## src/rtl/fail_bit_gather_packer_macros.svh

```systemverilog
// Assertion macros for the fail-bit gather packer.
// Included by the modules that carry concurrent checks; no other dependencies.
`ifndef FAIL_BIT_GATHER_PACKER_MACROS_SVH
`define FAIL_BIT_GATHER_PACKER_MACROS_SVH

`ifndef NO_ASSERTIONS

// check that holds outside reset
`define FBGP_ASSERT(label, clk, rst, prop, msg) \
   label: assert property (@(posedge clk) disable iff (rst) prop) else $error(msg);

// check that holds at every edge, reset included
`define FBGP_ASSERT_ALWAYS(label, clk, prop, msg) \
   label: assert property (@(posedge clk) prop) else $error(msg);

`else

`define FBGP_ASSERT(label, clk, rst, prop, msg)
`define FBGP_ASSERT_ALWAYS(label, clk, prop, msg)

`endif

`endif

```

## src/rtl/fbgp_pkg.sv

```systemverilog
// Shared types and constants for the fail-bit gather packer.
// No dependencies; imported by every module of the block.
package fbgp_pkg;

   // io width modes
   localparam logic [1:0] MODE_1IO  = 2'd0;
   localparam logic [1:0] MODE_4IO  = 2'd1;
   localparam logic [1:0] MODE_8IO  = 2'd2;
   localparam logic [1:0] MODE_16IO = 2'd3;

   // configuration register indexes
   localparam logic [2:0] CSR_IO_MODE    = 3'd0;
   localparam logic [2:0] CSR_DDR_ENABLE = 3'd1;
   localparam logic [2:0] CSR_IO0_BIT    = 3'd2;
   localparam logic [2:0] CSR_IO1_BIT    = 3'd3;
   localparam logic [2:0] CSR_IO2_BIT    = 3'd4;
   localparam logic [2:0] CSR_IO3_BIT    = 3'd5;

   localparam int CSR_INDEX_W = 3;
   localparam int CSR_DATA_W  = 3;

   typedef struct packed {
      logic [15:0] single_word;
      logic [15:0] dual_word;
      logic        run_last;
   } req_payload_type;

   typedef struct packed {
      logic [15:0] packed_data;
      logic        result_last;
   } rsp_payload_type;

   typedef struct packed {
      logic [1:0]      io_mode;
      logic            ddr_enable;
      logic [3:0][2:0] io_bit;
   } cfg_type;

   // results and next pack state for one entry
   typedef struct packed {
      logic [1:0]                 count;
      rsp_payload_type [1:0]      rsp;
      logic [7:0]                 accum;
      logic [2:0]                 position;
   } pack_result_type;

   // response buffer status toward the input stage
   typedef struct packed {
      logic       free;
      logic [1:0] count;
   } buf_status_type;

endpackage

```

## src/rtl/fbgp_pack_logic.sv

```systemverilog
// Combinational packing of one fail-memory entry into up to two results.
// Depends on fbgp_pkg for payload, config and result types.
module fbgp_pack_logic
   import fbgp_pkg::*;
(
   input  cfg_type         cfg,
   input  req_payload_type item,
   input  logic [7:0]      accum,
   input  logic [2:0]      position,
   output pack_result_type result
);

   typedef struct packed {
      logic [7:0] accum;
      logic [2:0] position;
      logic       emit;
      logic [7:0] emit_value;
   } group_type;

   // place one group of bits at the current position, emit on a full byte
   function automatic group_type pack_group(input logic [7:0] acc, input logic [2:0] pos,
                                            input logic [3:0] g, input logic wide);
      group_type   r;
      logic [11:0] shifted;
      logic [3:0]  pos_sum;
      logic [7:0]  acc_new;
      shifted = {8'b0, g} << pos;
      acc_new = acc | shifted[7:0];
      pos_sum = {1'b0, pos} + (wide ? 4'd4 : 4'd1);
      r.emit_value = acc_new;
      if (pos_sum >= 4'd8) begin
         r.emit     = 1'b1;
         r.accum    = 8'd0;
         r.position = 3'd0;
      end else begin
         r.emit     = 1'b0;
         r.accum    = acc_new;
         r.position = pos_sum[2:0];
      end
      return r;
   endfunction

   // pick device io bits out of the low byte of a word
   function automatic logic [3:0] gather(input logic [7:0] word, input cfg_type c,
                                         input logic wide);
      logic [3:0] g;
      for (int i = 0; i < 4; i++) begin
         g[i] = word[c.io_bit[i]];
      end
      return wide ? g : {3'b0, g[0]};
   endfunction

   logic       wide;
   logic       bit_mode;
   group_type  grp_single;
   group_type  grp_dual;
   logic [7:0] acc_mid;
   logic [2:0] pos_mid;
   logic [15:0] word_mask;

   assign wide     = (cfg.io_mode == MODE_4IO);
   assign bit_mode = (cfg.io_mode == MODE_1IO) || (cfg.io_mode == MODE_4IO);
   assign word_mask = (cfg.io_mode == MODE_16IO) ? 16'hffff : 16'h00ff;

   // two chained groups: single-rate word, then dual-rate word
   assign grp_single = pack_group(accum, position, gather(item.single_word[7:0], cfg, wide),
                                  wide);
   assign grp_dual   = pack_group(grp_single.accum, grp_single.position,
                                  gather(item.dual_word[7:0], cfg, wide), wide);

   // collect emitted values in order and the next pack state
   always_comb begin
      result = '0;
      acc_mid = grp_single.accum;
      pos_mid = grp_single.position;
      if (bit_mode) begin
         if (grp_single.emit) begin
            result.rsp[result.count[0]].packed_data = {8'b0, grp_single.emit_value};
            result.count = result.count + 2'd1;
         end
         if (cfg.ddr_enable) begin
            if (grp_dual.emit) begin
               result.rsp[result.count[0]].packed_data = {8'b0, grp_dual.emit_value};
               result.count = result.count + 2'd1;
            end
            acc_mid = grp_dual.accum;
            pos_mid = grp_dual.position;
         end
         result.accum    = acc_mid;
         result.position = pos_mid;
         // flush a partial byte at run end
         if (item.run_last) begin
            if (pos_mid != 3'd0) begin
               result.rsp[result.count[0]].packed_data = {8'b0, acc_mid};
               result.count = result.count + 2'd1;
            end
            result.accum    = 8'd0;
            result.position = 3'd0;
         end
      end else begin
         result.rsp[0].packed_data = item.single_word & word_mask;
         result.count = 2'd1;
         if (cfg.ddr_enable) begin
            result.rsp[1].packed_data = item.dual_word & word_mask;
            result.count = 2'd2;
         end
         result.accum    = item.run_last ? 8'd0 : accum;
         result.position = item.run_last ? 3'd0 : position;
      end
      // mark the final result of this entry
      result.rsp[0].result_last = (result.count == 2'd1);
      result.rsp[1].result_last = 1'b1;
   end

endmodule

```

## src/rtl/fbgp_rsp_buffer.sv

```systemverilog
// Two-slot response buffer that drains one result per transaction.
// Depends on fbgp_pkg and the assertion macros header.
`include "fail_bit_gather_packer_macros.svh"

module fbgp_rsp_buffer
   import fbgp_pkg::*;
(
   input  logic            clock,
   input  logic            reset,
   input  logic            load,
   input  pack_result_type load_data,
   output buf_status_type  status,
   output logic            rsp_valid,
   input  logic            rsp_stall,
   output rsp_payload_type rsp_payload
);

   logic [1:0]      cnt_ff, cnt_in;
   rsp_payload_type slot0_ff, slot0_in;
   rsp_payload_type slot1_ff, slot1_in;
   logic            take;
   logic [1:0]      cnt_after;

   assign take      = (cnt_ff != 2'd0) && !rsp_stall;
   assign cnt_after = cnt_ff - {1'b0, take};

   assign status.free  = (cnt_after == 2'd0);
   assign status.count = cnt_ff;

   // drain head, shift second slot forward, or load a new pair
   always_comb begin
      cnt_in   = cnt_after;
      slot0_in = take ? slot1_ff : slot0_ff;
      slot1_in = slot1_ff;
      if (load) begin
         cnt_in   = load_data.count;
         slot0_in = load_data.rsp[0];
         slot1_in = load_data.rsp[1];
      end
   end

   always_ff @(posedge clock) begin
      if (reset) begin
         cnt_ff <= 2'd0;
      end else begin
         cnt_ff <= cnt_in;
      end
      slot0_ff <= slot0_in;
      slot1_ff <= slot1_in;
   end

   assign rsp_valid   = (cnt_ff != 2'd0);
   assign rsp_payload = slot0_ff;

   `FBGP_ASSERT(a_cnt_range, clock, reset, (cnt_ff != 2'd3), "response count out of range")
   `FBGP_ASSERT(a_load_empty, clock, reset, (load |-> cnt_after == 2'd0), "load over live data")
   `FBGP_ASSERT(a_load_count, clock, reset, (load |=> cnt_ff == $past(load_data.count)),
      "loaded count not held")

endmodule

```

## src/rtl/fail_bit_gather_packer.sv

```systemverilog
// Fail-bit gather packer top level: config registers, input register, pack state.
// Depends on fbgp_pkg, fbgp_pack_logic, fbgp_rsp_buffer and the macros header.
//
//   channel   ports                                   direction
//   req       req_valid, req_stall, req_payload       in  (entry transaction)
//   rsp       rsp_valid, rsp_stall, rsp_payload       out (packed result)
//   csr       csr_we, csr_index, csr_wdata            in  (register write)
//
// An entry enters the input register, is packed in the next cycle into up to two
// results, and these leave the two-slot response buffer one per cycle.
// Sustained rate: one entry per cycle while each yields at most one result and rsp
// is not stalled; a two-result entry (DDR on) holds the next on the single rsp port.
// Synchronous active-high reset clears pack state, valids and config to defaults.
// A stall on rsp holds the buffer; an entry with results waits in the input register
// until the buffer empties, and req_stall follows.
`include "fail_bit_gather_packer_macros.svh"

module fail_bit_gather_packer
   import fbgp_pkg::*;
(
   input  logic                   clock,
   input  logic                   reset,
   input  logic                   req_valid,
   output logic                   req_stall,
   input  req_payload_type        req_payload,
   output logic                   rsp_valid,
   input  logic                   rsp_stall,
   output rsp_payload_type        rsp_payload,
   input  logic                   csr_we,
   input  logic [CSR_INDEX_W-1:0] csr_index,
   input  logic [CSR_DATA_W-1:0]  csr_wdata
);

   cfg_type         cfg_ff, cfg_in;
   logic            in_valid_ff, in_valid_in;
   req_payload_type in_data_ff;
   logic [7:0]      accum_ff, accum_in;
   logic [2:0]      position_ff, position_in;
   pack_result_type pack;
   buf_status_type  buf_status;
   logic            advance;
   logic            in_load;

   // configuration register writes
   always_comb begin
      cfg_in = cfg_ff;
      if (csr_we) begin
         unique case (csr_index)
            CSR_IO_MODE:    cfg_in.io_mode    = csr_wdata[1:0];
            CSR_DDR_ENABLE: cfg_in.ddr_enable = csr_wdata[0];
            CSR_IO0_BIT:    cfg_in.io_bit[0]  = csr_wdata;
            CSR_IO1_BIT:    cfg_in.io_bit[1]  = csr_wdata;
            CSR_IO2_BIT:    cfg_in.io_bit[2]  = csr_wdata;
            CSR_IO3_BIT:    cfg_in.io_bit[3]  = csr_wdata;
            default:        cfg_in = cfg_ff;
         endcase
      end
   end

   // pack one entry from the input register
   fbgp_pack_logic u_pack (
      .cfg      (cfg_ff),
      .item     (in_data_ff),
      .accum    (accum_ff),
      .position (position_ff),
      .result   (pack)
   );

   // entry moves on once the buffer can take its results
   assign advance   = in_valid_ff && ((pack.count == 2'd0) || buf_status.free);
   assign req_stall = in_valid_ff && !advance;
   assign in_load   = req_valid && !req_stall;

   always_comb begin
      in_valid_in = in_load ? 1'b1 : (advance ? 1'b0 : in_valid_ff);
      accum_in    = advance ? pack.accum : accum_ff;
      position_in = advance ? pack.position : position_ff;
   end

   always_ff @(posedge clock) begin
      if (reset) begin
         cfg_ff.io_mode    <= MODE_8IO;
         cfg_ff.ddr_enable <= 1'b0;
         cfg_ff.io_bit[0]  <= 3'd0;
         cfg_ff.io_bit[1]  <= 3'd1;
         cfg_ff.io_bit[2]  <= 3'd2;
         cfg_ff.io_bit[3]  <= 3'd3;
         in_valid_ff       <= 1'b0;
         accum_ff          <= 8'd0;
         position_ff       <= 3'd0;
      end else begin
         cfg_ff      <= cfg_in;
         in_valid_ff <= in_valid_in;
         accum_ff    <= accum_in;
         position_ff <= position_in;
      end
      if (in_load) begin
         in_data_ff <= req_payload;
      end
   end

   // response buffer
   fbgp_rsp_buffer u_rsp_buffer (
      .clock       (clock),
      .reset       (reset),
      .load        (advance && (pack.count != 2'd0)),
      .load_data   (pack),
      .status      (buf_status),
      .rsp_valid   (rsp_valid),
      .rsp_stall   (rsp_stall),
      .rsp_payload (rsp_payload)
   );

   `FBGP_ASSERT(a_stall_needs_entry, clock, reset, (req_stall |-> in_valid_ff),
      "stall without a waiting entry")
   `FBGP_ASSERT(a_byte_modes_emit, clock, reset,
      ((in_valid_ff && (cfg_ff.io_mode == MODE_8IO || cfg_ff.io_mode == MODE_16IO))
       |-> pack.count != 2'd0), "byte or word mode entry without result")
   `FBGP_ASSERT(a_state_hold, clock, reset,
      (!$past(advance) |-> ($stable(accum_ff) && $stable(position_ff))),
      "pack state changed without an entry")

endmodule

```

## config.mk

```make
export PLATFORM = sky130hd
export DESIGN_NAME = fail_bit_gather_packer
export DESIGN_NICKNAME = d
export VERILOG_FILES = /design/src/rtl/fbgp_pkg.sv /design/src/rtl/fbgp_pack_logic.sv /design/src/rtl/fbgp_rsp_buffer.sv /design/src/rtl/fail_bit_gather_packer.sv
export VERILOG_INCLUDE_DIRS = /design/src /design/src/rtl
export SDC_FILE = /design/constraint.sdc
export NUM_CORES = 1
export LEC_CHECK = 0
export BUFFER_PORTS_ARGS = -buffer_cell sky130_fd_sc_hd__buf_2
export CORE_MARGIN = 2
export CORE_UTILIZATION = 59
export CTS_CLUSTER_SIZE = 24
export DETAILED_ROUTE_END_ITERATION = 8
export PLACE_DENSITY = 0.81
export SLEW_MARGIN = 25
export SYNTH_ARGS = -nofsm -noshare
export SYNTH_HDL_FRONTEND = slang
export SYNTH_SLANG_ARGS = --single-unit
```

## constraint.sdc

```tcl
create_clock -name clock -period 7.4 [get_ports clock]
set_clock_uncertainty 0.05 [all_clocks]
set_input_delay 0.37 -clock clock [delete_from_list [all_inputs] [get_ports clock]]
set_output_delay 0.37 -clock clock [all_outputs]
set_load 0.02 [all_outputs]
```

==> impl_metrics.tcl <==
set metrics [dict create \
    reg2reg_to "u_rsp_buffer.rsp_payload[3]" \
    dp_slack_ns 2.27 \
    drtAntennaViolNets 0 \
    initial_core_util_pct 60.4 \
    final.min_clock_period_ns 5.16 \
    die_h_um 98.0 \
    ys_types 69 \
    end_kind "flop" \
    ys_seq_elements 95 \
    worstPathRequired_ns 7.57 \
    first_pass_iters 5 \
    clk_latency_ns 0.37 \
    clk_pin_slew_worst_paths_ns 0.10 \
    fin_nets 595 \
    cts_root_buffer "clkbuf_8" \
    die-area_um2 9610 \
    powerDensity_nw_per_um2 254 \
    grt_setup_unrepaired "false" \
    synthFlopType "edfxtp_1" \
    avgSynthCellArea_um2 10.6 \
    cp-start-kind "flop" \
    num-fill-cells 661 \
    synth.top_cells.by_count "edfxtp_1, nand2_1, nor2_1" \
    synth.largest_area_cell "edfxtp_1" \
    drv_slew 0 \
    clock_sinks 95 \
    max_freq_ghz 0.194 \
    cp_max_fo 28 \
    setup_viol 0 \
    rows 34 \
    synth-warning-count 0 \
    power.leakage_nw 2.20 \
    grt_pass1_wl_um 20400 \
    vias 4138 \
    cts_resized 0 \
    viasPerCell 6.30 \
    grt_max_degree 34 \
    num_io_pins 63 \
    die_w_um 98.0 \
    synthCells 491 \
    gp_congestion 0.992 \
    overflow 0 \
    finalCritPeriodShare_pct 69.7 \
    synthDominantCellAreaShare_pct 38.0 \
    synth-edff-count 66 \
    ys_seq_area_share_pct 49.1 \
    wire_per_inst_um 19.5 \
    fin_setup_tns_ns 0 \
    drt_iter0_drc 360 \
    grt_pass1_vias 4038 \
    yosys-top-cells-area "edfxtp_1, dfxtp_1, mux4_2" \
    dpl.hpwl_um 9560 \
    antenna_cells 0 \
    r2r_cells 19 \
    netlist_area_um2 5220 \
    drt_wl_total_um 12800 \
    drc 0 \
    io_buffers 62 \
    crit_type "flop to flop" \
    hold_start "req_payload[0]" \
    clockBufferDepth 2 \
    cts_hold_buf 0 \
    hold_path.class "input pin to flop" \
    cts_tree "done" \
    area_delta_synth_final_pct 10.8 \
    cp.arrival_ns 5.33 \
    r2r_start "cfg_ff[14]" \
    finalHoldViolations 0 \
    cts_max_level 3 \
    hold_path_end "in_data_ff[0]" \
    worst_pin_slew_ns 0.974 \
    numCtsBuffers 9 \
    ir_worst_vdd_mv 0.160 \
    cap_viol_max_count 0 \
    yosysMostFrequentCell "edfxtp_1" \
    maxSlewHeadroom_pct 34.8 \
    status "finished, final reports clean" \
    post-cts-setup-buffer-count 0 \
    antenna_found_initial 0 \
    synth_fp_nets 542 \
    post-route-worst-setup-slack_ns 2.24 \
    whs_path_depth 1 \
    layout-drive-gt1-share_pct 22.0 \
    track_usage_pct 27.1 \
    synthArstFlopShare_pct 0 \
    rrSetupSlack_ns 2.24 \
    coreArea_um2 8640 \
]
## layer usage
metal / GRT usage [%] / routed length (um)
met4: 11.0 / 434
met3: 5.23 / 952
met2: 43.9 / 6110
met1: 36.1 / 5310
met5: 0 / 0
## sequential cells by signal, indices dropped and copies added (netlist names)
register and cells:
u_rsp_buffer.slot1_ff 16, accum_ff 8, in_valid_ff 1, u_rsp_buffer.cnt_ff 2, in_data_ff 33, cfg_ff 15, position_ff 3, u_rsp_buffer.rsp_payload 17
## stage by stage
step	cell area [um2]	instances	utilization, %	total power, W	hold slack [ns]
floorplan	5220	491	-	0.00100	0.382
global placement	5580	641	64.6	0.00111	0.398
detailed placement	5580	641	64.6	0.00113	0.399
CTS	5780	657	66.9	0.00148	0.112
global route	5780	657	66.9	0.00153	0.107
finish	5780	657	66.9	0.00147	0.121
## power by group
part	internal, W	total, W	leakage [nW]	switching (W)
sequential	0.000703	0.000756	0.867	0.0000527
clock	0.000161	0.000355	0.0954	0.000194
combinational	0.000119	0.000360	1.23	0.000241
## worst max path at each step
| stage | from | to | slack, ns |
|---|---|---|---|
| after floorplan | cfg_ff[14] | in_data_ff[0] | 1.81 |
| after global placement | cfg_ff[14] | u_rsp_buffer.rsp_payload[5] | 2.53 |
| after detailed placement | cfg_ff[14] | u_rsp_buffer.rsp_payload[3] | 2.27 |
| after CTS | cfg_ff[14] | u_rsp_buffer.rsp_payload[3] | 2.23 |
| after global routing | cfg_ff[14] | u_rsp_buffer.rsp_payload[3] | 1.81 |
| final | cfg_ff[14] | u_rsp_buffer.rsp_payload[3] | 2.24 |
## critical path, cell delays in order, from the launching register on
cell      delay (ns)
dfxtp_1         0.34
nand2b_1        0.29
inv_4           0.14
ha_1            0.43
nor2b_1         0.16
a21oi_1         0.07
or2_2           0.34
inv_1           0.16
ha_1            0.27
nand3_1         0.18
nor3_1          0.10
or2_2           0.31
ha_1            0.35
or2_2           0.14
nor2_1          0.04
o21ai_1         0.20
nand4_2         0.49
inv_2           0.60
o21ai_0         0.20
o21ai_1         0.16
## cells in the final DEF (no fill, tap or decap), types with 3 or more instances in the layout
| cell type | synthesis | final |
|---|---|---|
| nor2b_1 | 10 | 10 |
| nor4_1 | 3 | 3 |
| a22o_1 | 10 | 10 |
| o31ai_1 | 3 | 3 |
| edfxtp_1 | 66 | 66 |
| o21ai_1 | 6 | 7 |
| mux2_2 | 7 | 7 |
| mux2i_1 | 19 | 19 |
| o21ai_0 | 20 | 19 |
| and2_1 | 3 | 3 |
| nor3b_1 | 3 | 3 |
| dfxtp_1 | 29 | 29 |
| nor2_1 | 43 | 42 |
| inv_1 | 18 | 18 |
| a21oi_1 | 26 | 26 |
| and3_1 | 9 | 9 |
| a22oi_1 | 4 | 4 |
| nand2b_1 | 9 | 9 |
| or2_2 | 4 | 4 |
| buf_2 | 7 | 62 |
| buf_4 | 1 | 3 |
| o211ai_1 | 5 | 5 |
| a31oi_1 | 4 | 4 |
| o2bb2ai_1 | 6 | 6 |
| ha_1 | 7 | 7 |
| mux4_2 | 12 | 12 |
| o22ai_1 | 9 | 9 |
| nand2_1 | 52 | 52 |
| clkbuf_8 | 0 | 9 |
| nand3_1 | 15 | 15 |
| a211o_1 | 6 | 6 |
| xor2_1 | 3 | 3 |
| nor3_1 | 10 | 10 |
## layout make-up
| class | count | area (um2) | share of cell area (%) |
|---|---|---|---|
| tap | 108 | 135 | 2.34 |
| clock buffer | 10 | 128 | 2.21 |
| inverter | 22 | 87.6 | 1.52 |
| multi-input combinational | 351 | 2460 | 42.6 |
| sequential | 95 | 2560 | 44.3 |
| timing repair buffer | 65 | 333 | 5.76 |
| clock inverter | 6 | 73.8 | 1.28 |
## cells by family after synthesis
logic type      after synthesis  synth area share, %
mux                          39                 10.8
buf+inv                      45                 3.72
compound gates              130                 18.3
xor+xnor                      5                0.840
fa+ha+maj                     7                 1.68
flops                        95                 49.1
simple gates                170                 15.6
No activity file was read; power rests on OpenSTA's default activity.
